===== src/rtl/fspa_pkg.sv =====
// ----------------------------------------------------------------------------
// fspa_pkg: shared types and constants for the fixed slot pool allocator.
// Holds the action and status codes and the fixed field widths of the ports.
// ----------------------------------------------------------------------------
`timescale 1ns / 1ps
`default_nettype none

package fspa_pkg;

  localparam int ACTION_W    = 3;
  localparam int SLOT_IDX_W  = 8;
  localparam int DATA_W      = 32;
  localparam int STATUS_W    = 2;
  localparam int FREE_SLOT_W = 4;

  typedef enum logic [ACTION_W-1:0] {
    ACT_CLEAR   = 3'd0,
    ACT_TAKE    = 3'd1,
    ACT_RELEASE = 3'd2,
    ACT_FILL    = 3'd3,
    ACT_READ    = 3'd4
  } action_t;

  typedef enum logic [STATUS_W-1:0] {
    ST_OK       = 2'd0,
    ST_TAKEN    = 2'd1,
    ST_RELEASED = 2'd2,
    ST_OUTSIDE  = 2'd3
  } status_t;

  // One accepted transaction as seen by the storage units.
  typedef struct packed {
    logic    en;
    action_t act;
    logic    in_range;
  } slot_req_t;

endpackage

`default_nettype wire


===== src/rtl/fspa_word_mem.sv =====
// ----------------------------------------------------------------------------
// fspa_word_mem: slot word storage.
// A synchronous memory with a registered read port. A written flag per slot
// makes unwritten and cleared slots read as zero without a clearing sweep.
// ----------------------------------------------------------------------------
`timescale 1ns / 1ps
`default_nettype none

module fspa_word_mem #(
  parameter int SLOT_COUNT = 16,
  parameter int WORD_WIDTH = 32,
  parameter int IDX_W      = 4
) (
  input  wire logic                  clk,
  input  wire logic                  rst_n,
  input  wire fspa_pkg::slot_req_t   req,
  input  wire logic [IDX_W-1:0]      idx,
  input  wire logic [WORD_WIDTH-1:0] wdata,
  output logic      [WORD_WIDTH-1:0] rdata
);
  import fspa_pkg::*;

  logic [WORD_WIDTH-1:0] mem [SLOT_COUNT];
  logic [SLOT_COUNT-1:0] written_r;
  logic [SLOT_COUNT-1:0] written_nxt;
  logic [WORD_WIDTH-1:0] rword_r;
  logic                  rvalid_r;
  logic                  wr_en;
  logic                  rd_en;

  assign wr_en = req.en && req.in_range && (req.act == ACT_FILL);
  assign rd_en = req.en && req.in_range && (req.act == ACT_READ);

  always_comb begin
    written_nxt = written_r;
    if (req.en && (req.act == ACT_CLEAR)) begin
      written_nxt = '0;
    end else if (wr_en) begin
      written_nxt[idx] = 1'b1;
    end
  end

  always_ff @(posedge clk) begin
    if (!rst_n) begin
      written_r <= '0;
    end else begin
      written_r <= written_nxt;
    end
  end

  always_ff @(posedge clk) begin
    if (wr_en) begin
      mem[idx] <= wdata;
    end
  end

  always_ff @(posedge clk) begin
    if (rd_en) begin
      rword_r  <= mem[idx];
      rvalid_r <= written_r[idx];
    end
  end

  assign rdata = rvalid_r ? rword_r : '0;

endmodule

`default_nettype wire


===== src/rtl/fspa_occ_map.sv =====
// ----------------------------------------------------------------------------
// fspa_occ_map: slot occupancy bitmap.
// Applies take, release and clear to the bitmap and finds the lowest free slot
// of the current bitmap with a priority encoder.
// ----------------------------------------------------------------------------
`timescale 1ns / 1ps
`default_nettype none

module fspa_occ_map #(
  parameter int SLOT_COUNT = 16,
  parameter int IDX_W      = 4
) (
  input  wire logic                clk,
  input  wire logic                rst_n,
  input  wire fspa_pkg::slot_req_t req,
  input  wire logic [IDX_W-1:0]    idx,
  output logic                     cur_bit,
  output logic      [IDX_W-1:0]    free_idx,
  output logic                     none_free
);
  import fspa_pkg::*;

  logic [SLOT_COUNT-1:0] occ_r;
  logic [SLOT_COUNT-1:0] occ_nxt;

  assign cur_bit = req.in_range ? occ_r[idx] : 1'b0;

  always_comb begin
    occ_nxt = occ_r;
    if (req.en) begin
      case (req.act)
        ACT_CLEAR: begin
          occ_nxt = '0;
        end
        ACT_TAKE: begin
          if (req.in_range) begin
            occ_nxt[idx] = 1'b1;
          end
        end
        ACT_RELEASE: begin
          if (req.in_range) begin
            occ_nxt[idx] = 1'b0;
          end
        end
        default: begin
          occ_nxt = occ_r;
        end
      endcase
    end
  end

  always_ff @(posedge clk) begin
    if (!rst_n) begin
      occ_r <= '0;
    end else begin
      occ_r <= occ_nxt;
    end
  end

  always_comb begin
    free_idx = '0;
    for (int i = SLOT_COUNT - 1; i >= 0; i--) begin
      if (!occ_r[i]) begin
        free_idx = IDX_W'(i);
      end
    end
  end

  assign none_free = &occ_r;

endmodule

`default_nettype wire


===== src/rtl/fixed_slot_pool_allocator_core.sv =====
// ----------------------------------------------------------------------------
// fixed_slot_pool_allocator_core: fixed slot pool with an occupancy bitmap.
// An accepted transaction is registered in the s1 stage, then in the output stage.
// Throughput: one transaction per cycle while the output is not stalled.
// Reset clears the bitmap and the written flags at once; no clearing pass.
// All slots read as free and zero after reset or a clear action.
// ----------------------------------------------------------------------------
`timescale 1ns / 1ps
`default_nettype none

module fixed_slot_pool_allocator_core #(
  parameter int SLOT_COUNT = 16,
  parameter int WORD_WIDTH = 32
) (
  input  wire logic                               clk,
  input  wire logic                               rst_n,
  input  wire logic                               in_valid,
  output logic                                    in_stall,
  input  wire logic [fspa_pkg::ACTION_W-1:0]      in_action,
  input  wire logic [fspa_pkg::SLOT_IDX_W-1:0]    in_slot_index,
  input  wire logic [fspa_pkg::DATA_W-1:0]        in_write_data,
  output logic                                    out_valid,
  input  wire logic                               out_stall,
  output logic      [fspa_pkg::STATUS_W-1:0]      out_status,
  output logic      [fspa_pkg::DATA_W-1:0]        out_read_data,
  output logic      [fspa_pkg::FREE_SLOT_W-1:0]   out_free_slot,
  output logic                                    out_none_free
);
  import fspa_pkg::*;

  localparam int IDX_W = (SLOT_COUNT > 1) ? $clog2(SLOT_COUNT) : 1;
  localparam logic [SLOT_IDX_W:0] SLOT_LIMIT = (SLOT_IDX_W + 1)'(SLOT_COUNT);

  logic                  accept;
  logic                  s1_adv;
  logic                  in_range;
  logic [IDX_W-1:0]      idx;
  slot_req_t             req;
  logic                  cur_bit;
  logic [IDX_W-1:0]      free_idx;
  logic                  none_free;
  logic [WORD_WIDTH-1:0] mem_rdata;
  status_t               status_now;

  logic                  s1_valid_r;
  logic                  s1_valid_nxt;
  status_t               s1_status_r;
  logic                  s1_read_r;
  logic                  out_valid_r;
  logic                  out_valid_nxt;
  status_t               out_status_r;
  logic [DATA_W-1:0]     out_read_data_r;
  logic [FREE_SLOT_W-1:0] out_free_slot_r;
  logic                  out_none_free_r;

  assign s1_adv   = s1_valid_r && (!out_valid_r || !out_stall);
  assign in_stall = s1_valid_r && !s1_adv;
  assign accept   = in_valid && !in_stall;

  assign in_range = {1'b0, in_slot_index} < SLOT_LIMIT;
  assign idx      = in_slot_index[IDX_W-1:0];

  assign req.en       = accept;
  assign req.act      = action_t'(in_action);
  assign req.in_range = in_range;

  fspa_occ_map #(
    .SLOT_COUNT (SLOT_COUNT),
    .IDX_W      (IDX_W)
  ) u_occ_map (
    .clk       (clk),
    .rst_n     (rst_n),
    .req       (req),
    .idx       (idx),
    .cur_bit   (cur_bit),
    .free_idx  (free_idx),
    .none_free (none_free)
  );

  fspa_word_mem #(
    .SLOT_COUNT (SLOT_COUNT),
    .WORD_WIDTH (WORD_WIDTH),
    .IDX_W      (IDX_W)
  ) u_word_mem (
    .clk   (clk),
    .rst_n (rst_n),
    .req   (req),
    .idx   (idx),
    .wdata (WORD_WIDTH'(in_write_data)),
    .rdata (mem_rdata)
  );

  always_comb begin
    status_now = ST_OK;
    unique case (in_action) inside
      ACT_CLEAR: begin
        status_now = ST_OK;
      end
      ACT_TAKE: begin
        if (!in_range) begin
          status_now = ST_OUTSIDE;
        end else if (cur_bit) begin
          status_now = ST_TAKEN;
        end
      end
      ACT_RELEASE: begin
        if (!in_range) begin
          status_now = ST_OUTSIDE;
        end else if (!cur_bit) begin
          status_now = ST_RELEASED;
        end
      end
      ACT_FILL, ACT_READ: begin
        if (!in_range) begin
          status_now = ST_OUTSIDE;
        end
      end
      default: begin
        status_now = ST_OK;
      end
    endcase
  end

  always_comb begin
    s1_valid_nxt = s1_valid_r;
    if (accept) begin
      s1_valid_nxt = 1'b1;
    end else if (s1_adv) begin
      s1_valid_nxt = 1'b0;
    end
    out_valid_nxt = out_valid_r;
    if (s1_adv) begin
      out_valid_nxt = 1'b1;
    end else if (!out_stall) begin
      out_valid_nxt = 1'b0;
    end
  end

  always_ff @(posedge clk) begin
    if (!rst_n) begin
      s1_valid_r  <= 1'b0;
      out_valid_r <= 1'b0;
    end else begin
      s1_valid_r  <= s1_valid_nxt;
      out_valid_r <= out_valid_nxt;
    end
  end

  always_ff @(posedge clk) begin
    if (accept) begin
      s1_status_r <= status_now;
      s1_read_r   <= (in_action == ACT_READ) && in_range;
    end
  end

  // The bitmap already holds this transaction's update, so the encoder
  // output gives the lowest free slot after the step.
  always_ff @(posedge clk) begin
    if (s1_adv) begin
      out_status_r    <= s1_status_r;
      out_read_data_r <= s1_read_r ? DATA_W'(mem_rdata) : '0;
      out_free_slot_r <= none_free ? '0 : FREE_SLOT_W'(free_idx);
      out_none_free_r <= none_free;
    end
  end

  assign out_valid     = out_valid_r;
  assign out_status    = out_status_r;
  assign out_read_data = out_read_data_r;
  assign out_free_slot = out_free_slot_r;
  assign out_none_free = out_none_free_r;

endmodule

`default_nettype wire

===== config.mk =====
export PLATFORM = sky130hd
export DESIGN_NAME = fixed_slot_pool_allocator_core
export DESIGN_NICKNAME = d
export VERILOG_FILES = /design/src/rtl/fspa_pkg.sv /design/src/rtl/fspa_word_mem.sv /design/src/rtl/fspa_occ_map.sv /design/src/rtl/fixed_slot_pool_allocator_core.sv
export SDC_FILE = /design/constraint.sdc
export NUM_CORES = 1
export LEC_CHECK = 0
export ABC_AREA = 1
export BUFFER_PORTS_ARGS = -buffer_cell sky130_fd_sc_hd__buf_4
export CORE_UTILIZATION = 50
export CTS_CLUSTER_DIAMETER = 120
export DETAILED_ROUTE_END_ITERATION = 6
export PLACE_DENSITY = 0.69
export SYNTH_ARGS = -nofsm -noshare
export SYNTH_HDL_FRONTEND = slang
export SYNTH_HIERARCHICAL = 1
export SYNTH_SLANG_ARGS = --single-unit

===== constraint.sdc =====
create_clock -name clk -period 11.9 [get_ports clk]
set_input_delay 2.975 -clock clk [delete_from_list [all_inputs] [get_ports clk]]
set_output_delay 2.975 -clock clk [all_outputs]
set_load 0.02 [all_outputs]

==> impl_metrics.json <==
{
  "coreArea_um2": 52600,
  "nNetsFinal": 2761,
  "m1WireLength_um": 26500,
  "finalCriticalPeriod_ps": 6500,
  "ir_worst_vdd_mv": 0.110,
  "cts_root_buffer": "clkbuf_16",
  "hp-class": "flip-flop to flip-flop",
  "synth-seq-cells": 621,
  "status": "finished clean",
  "clock_latency_ps": 630,
  "drtAntennaViolNets": 0,
  "postSynth.asyncResetShare_pct": 0,
  "vias_per_cell": 5.15,
  "design_area_um2": 29500,
  "placed_area_um2": 27600,
  "grt_pass1_wl_um": 94700,
  "chipWidth_um": 232,
  "grt_max_degree": 122,
  "drt_iter0_drc": 1678,
  "max_freq_ghz": 0.154,
  "report.final.setup_viol": 0,
  "cp-start-kind": "primary input",
  "gp_congestion": 0.843,
  "slew_headroom_pct": 29.3,
  "drv_cap": 0,
  "seq_area_frac_synth_pct": 69.0,
  "crit_required_ps": 8930,
  "yosysWarnings": 6,
  "grt_pass1_vias": 17000,
  "cts_hold_buf": 0,
  "ioPinCount": 88,
  "crit_chain": "buf_4, nand2_1, inv_1, nand2_1, inv_1, buf_4",
  "routed-wl-met3_um": 4350,
  "num_vias": 17800,
  "fin_util_pct": 56.1,
  "crit_slowest_cell": "buf_4",
  "cts_setup_buffers": 0,
  "drtPass1Iterations": 5,
  "syn_inst": 2648,
  "drive_above_1_share_pct": 9.08,
  "worst_pin_slew_ps": 1060,
  "syn-cell-area_um2": 26500,
  "met2_length_um": 28900,
  "dieHeight_um": 232,
  "period_share_pct": 54.6,
  "dp_hpwl_um": 32200,
  "worst-path-buf-inv": 4,
  "synth_cell_types": 39,
  "die-area_um2": 54000,
  "ctsResizeCount": 0,
  "p_total_mw": 4.48,
  "rows": 84,
  "area_growth_pct": 11.1,
  "arrival_ps": 3520,
  "final_max_slew_viol_count": 0,
  "rsz0062_at_grt": "no",
  "p_per_area_nw_per_um2": 152,
  "cts_num_sinks": 621,
  "cts_tree": "done",
  "cts_buffers": 61,
  "synth_ff_type": "edfxtp_1",
  "path_delay_family": "buffers and inverters",
  "worst_path_largest_cell_delay_ps": 150,
  "power.leakage_nw": 12.7,
  "cp_max_fo": 3,
  "route.top_layer_used": "met5",
  "synth_fp_nets": 2695,
  "drt-wirelength-per-cell_um": 17.8,
  "antenna_found_initial": 4,
  "crit_type": "primary input to primary output",
  "grt_usage_pct": 23.0,
  "nFillCells": 4408,
  "final.setup.tns_ps": 0,
  "final_hold_viol_count": 0,
  "syn-mean-instance-area_um2": 10.0,
  "start_util_pct": 50.5,
  "io_buffers": 87,
  "drc": 0,
  "synth_edf_count": 587,
  "cp-end-kind": "primary output",
  "overflow": 0,
  "path_clk_slew_ps": 60,
  "cts_max_path_buffers": 3,
  "routed_wl_um": 61400,
  "fin_skew_ps": 18.5,
  "htree_num_levels": 2
}
==> cell type report <==
type                       count  area [um2]  area share, %
clock inverter                38         315           1.07
inverter                     198         752           2.55
sequential                   621       18300           62.1
multi-input combinational   1715        6790           23.0
antenna                        2        5.00         0.0170
tap                          688         861           2.92
timing repair buffer         117         885           3.00
clock buffer                  74        1580           5.34
==> cells by family after synthesis <==
kind of cell           Yosys count  share of synthesized area, %
and+or+nand+nor               1648                          23.6
AOI/OAI and AO/OA               67                          1.60
buffers and inverters          312                          5.78
DFF                            621                          69.0
==> cells in the mapped netlist (2+ instances only) <==
master    count  share of area [%]
nor3_1        6               0.11
nor4_1        2              0.047
o22ai_1       2              0.047
inv_1       183                2.6
nand2_1    1557                 22
a221oi_2      5               0.28
inv_2        11               0.16
edfxtp_1    587                 66
o21ai_0       5              0.094
nand3_2       2              0.075
buf_1         8               0.11
buf_6        33                1.4
nor2_2        7               0.16
nor2_1       53               0.75
clkbuf_1     16               0.23
nand3_1      15               0.28
o21ai_2       2              0.066
buf_2        49               0.92
a21oi_1      35               0.66
a22oi_1       2              0.057
o221ai_1      2              0.066
buf_8         2               0.11
nand2_2       2              0.047
buf_4         6               0.17
o21ai_1       8               0.15
o21a_1        2              0.057
dfxtp_1      34                2.6
==> through the flow <==
step,hold WS (ps),std cells,setup WS [ps]
3_5_place_dp,418,3339,5100
5_1_grt,440,3452,5330
4_1_cts,433,3451,5400
2_1_floorplan,400,2648,5620
6_report,432,3453,5400
3_3_place_gp,408,3339,5150
==> report_power, final <==
group / total [mW] / internal, mW / leakage [nW] / switching, mW
combinational: 0.239 / 0.0631 / 6.14 / 0.175
sequential: 2.40 / 2.40 / 5.58 / 0.00215
clock: 1.84 / 1.05 / 0.929 / 0.795
==> worst paths after layout <==
path | endpoint | cells past startpoint | slack (ps) | from
worst max-delay path | in_stall | 6 | 5400 | out_stall
worst min-delay path | out_status[1] | 0 | 430 | s1_status_r[1]
worst max register to register | u_word_mem/mem[15][23] | 10 | 8660 | out_valid
worst min register to register | out_status[1] | 0 | 430 | s1_status_r[1]
==> worst register-to-register path, stage by stage, from the launching register on <==
cell and delay (ps):
dfxtp_1 310, nand2_1 70, inv_1 80, nand2_1 100, nand2_1 80, inv_1 190
nand2_1 140, nor2_2 560, nand2_2 260, nor2_4 620, buf_4 480
==> sequential cells by signal, summed over array words and instances (netlist names), 2 cells and up <==
signal,count
out_free_slot,4
out_read_data,32
out_status,2
s1_status_r,2
u_occ_map/occ_r,16
u_word_mem/mem,512
u_word_mem/rword_r,32
u_word_mem/written_r,16
==> per-layer routing <==
metal	vias up	global-route usage (%)
li1	8569	-
met1	8456	31.4
met2	648	38.0
met3	116	3.47
met4	6	7.22
met5	-	0
==> cell usage in the layout, fill, tap and decap left out, drive strengths merged, types with 2 or more instances in the layout <==
| cell | netlist | routed |
|---|---|---|
| clkbuf | 16 | 75 |
| a21oi | 36 | 36 |
| bufinv | 0 | 5 |
| o22ai | 2 | 2 |
| o21a | 2 | 2 |
| dfxtp | 34 | 34 |
| diode | 0 | 2 |
| a221oi | 5 | 5 |
| nand3 | 17 | 17 |
| edfxtp | 587 | 587 |
| buf | 98 | 116 |
| nor3 | 7 | 7 |
| o21ai | 15 | 15 |
| nand2 | 1559 | 1559 |
| clkinv | 2 | 31 |
| a22oi | 2 | 2 |
| o221ai | 2 | 2 |
| nor2 | 61 | 61 |
| nor4 | 2 | 2 |
| inv | 196 | 199 |
Power figures use the tool's default switching activity.
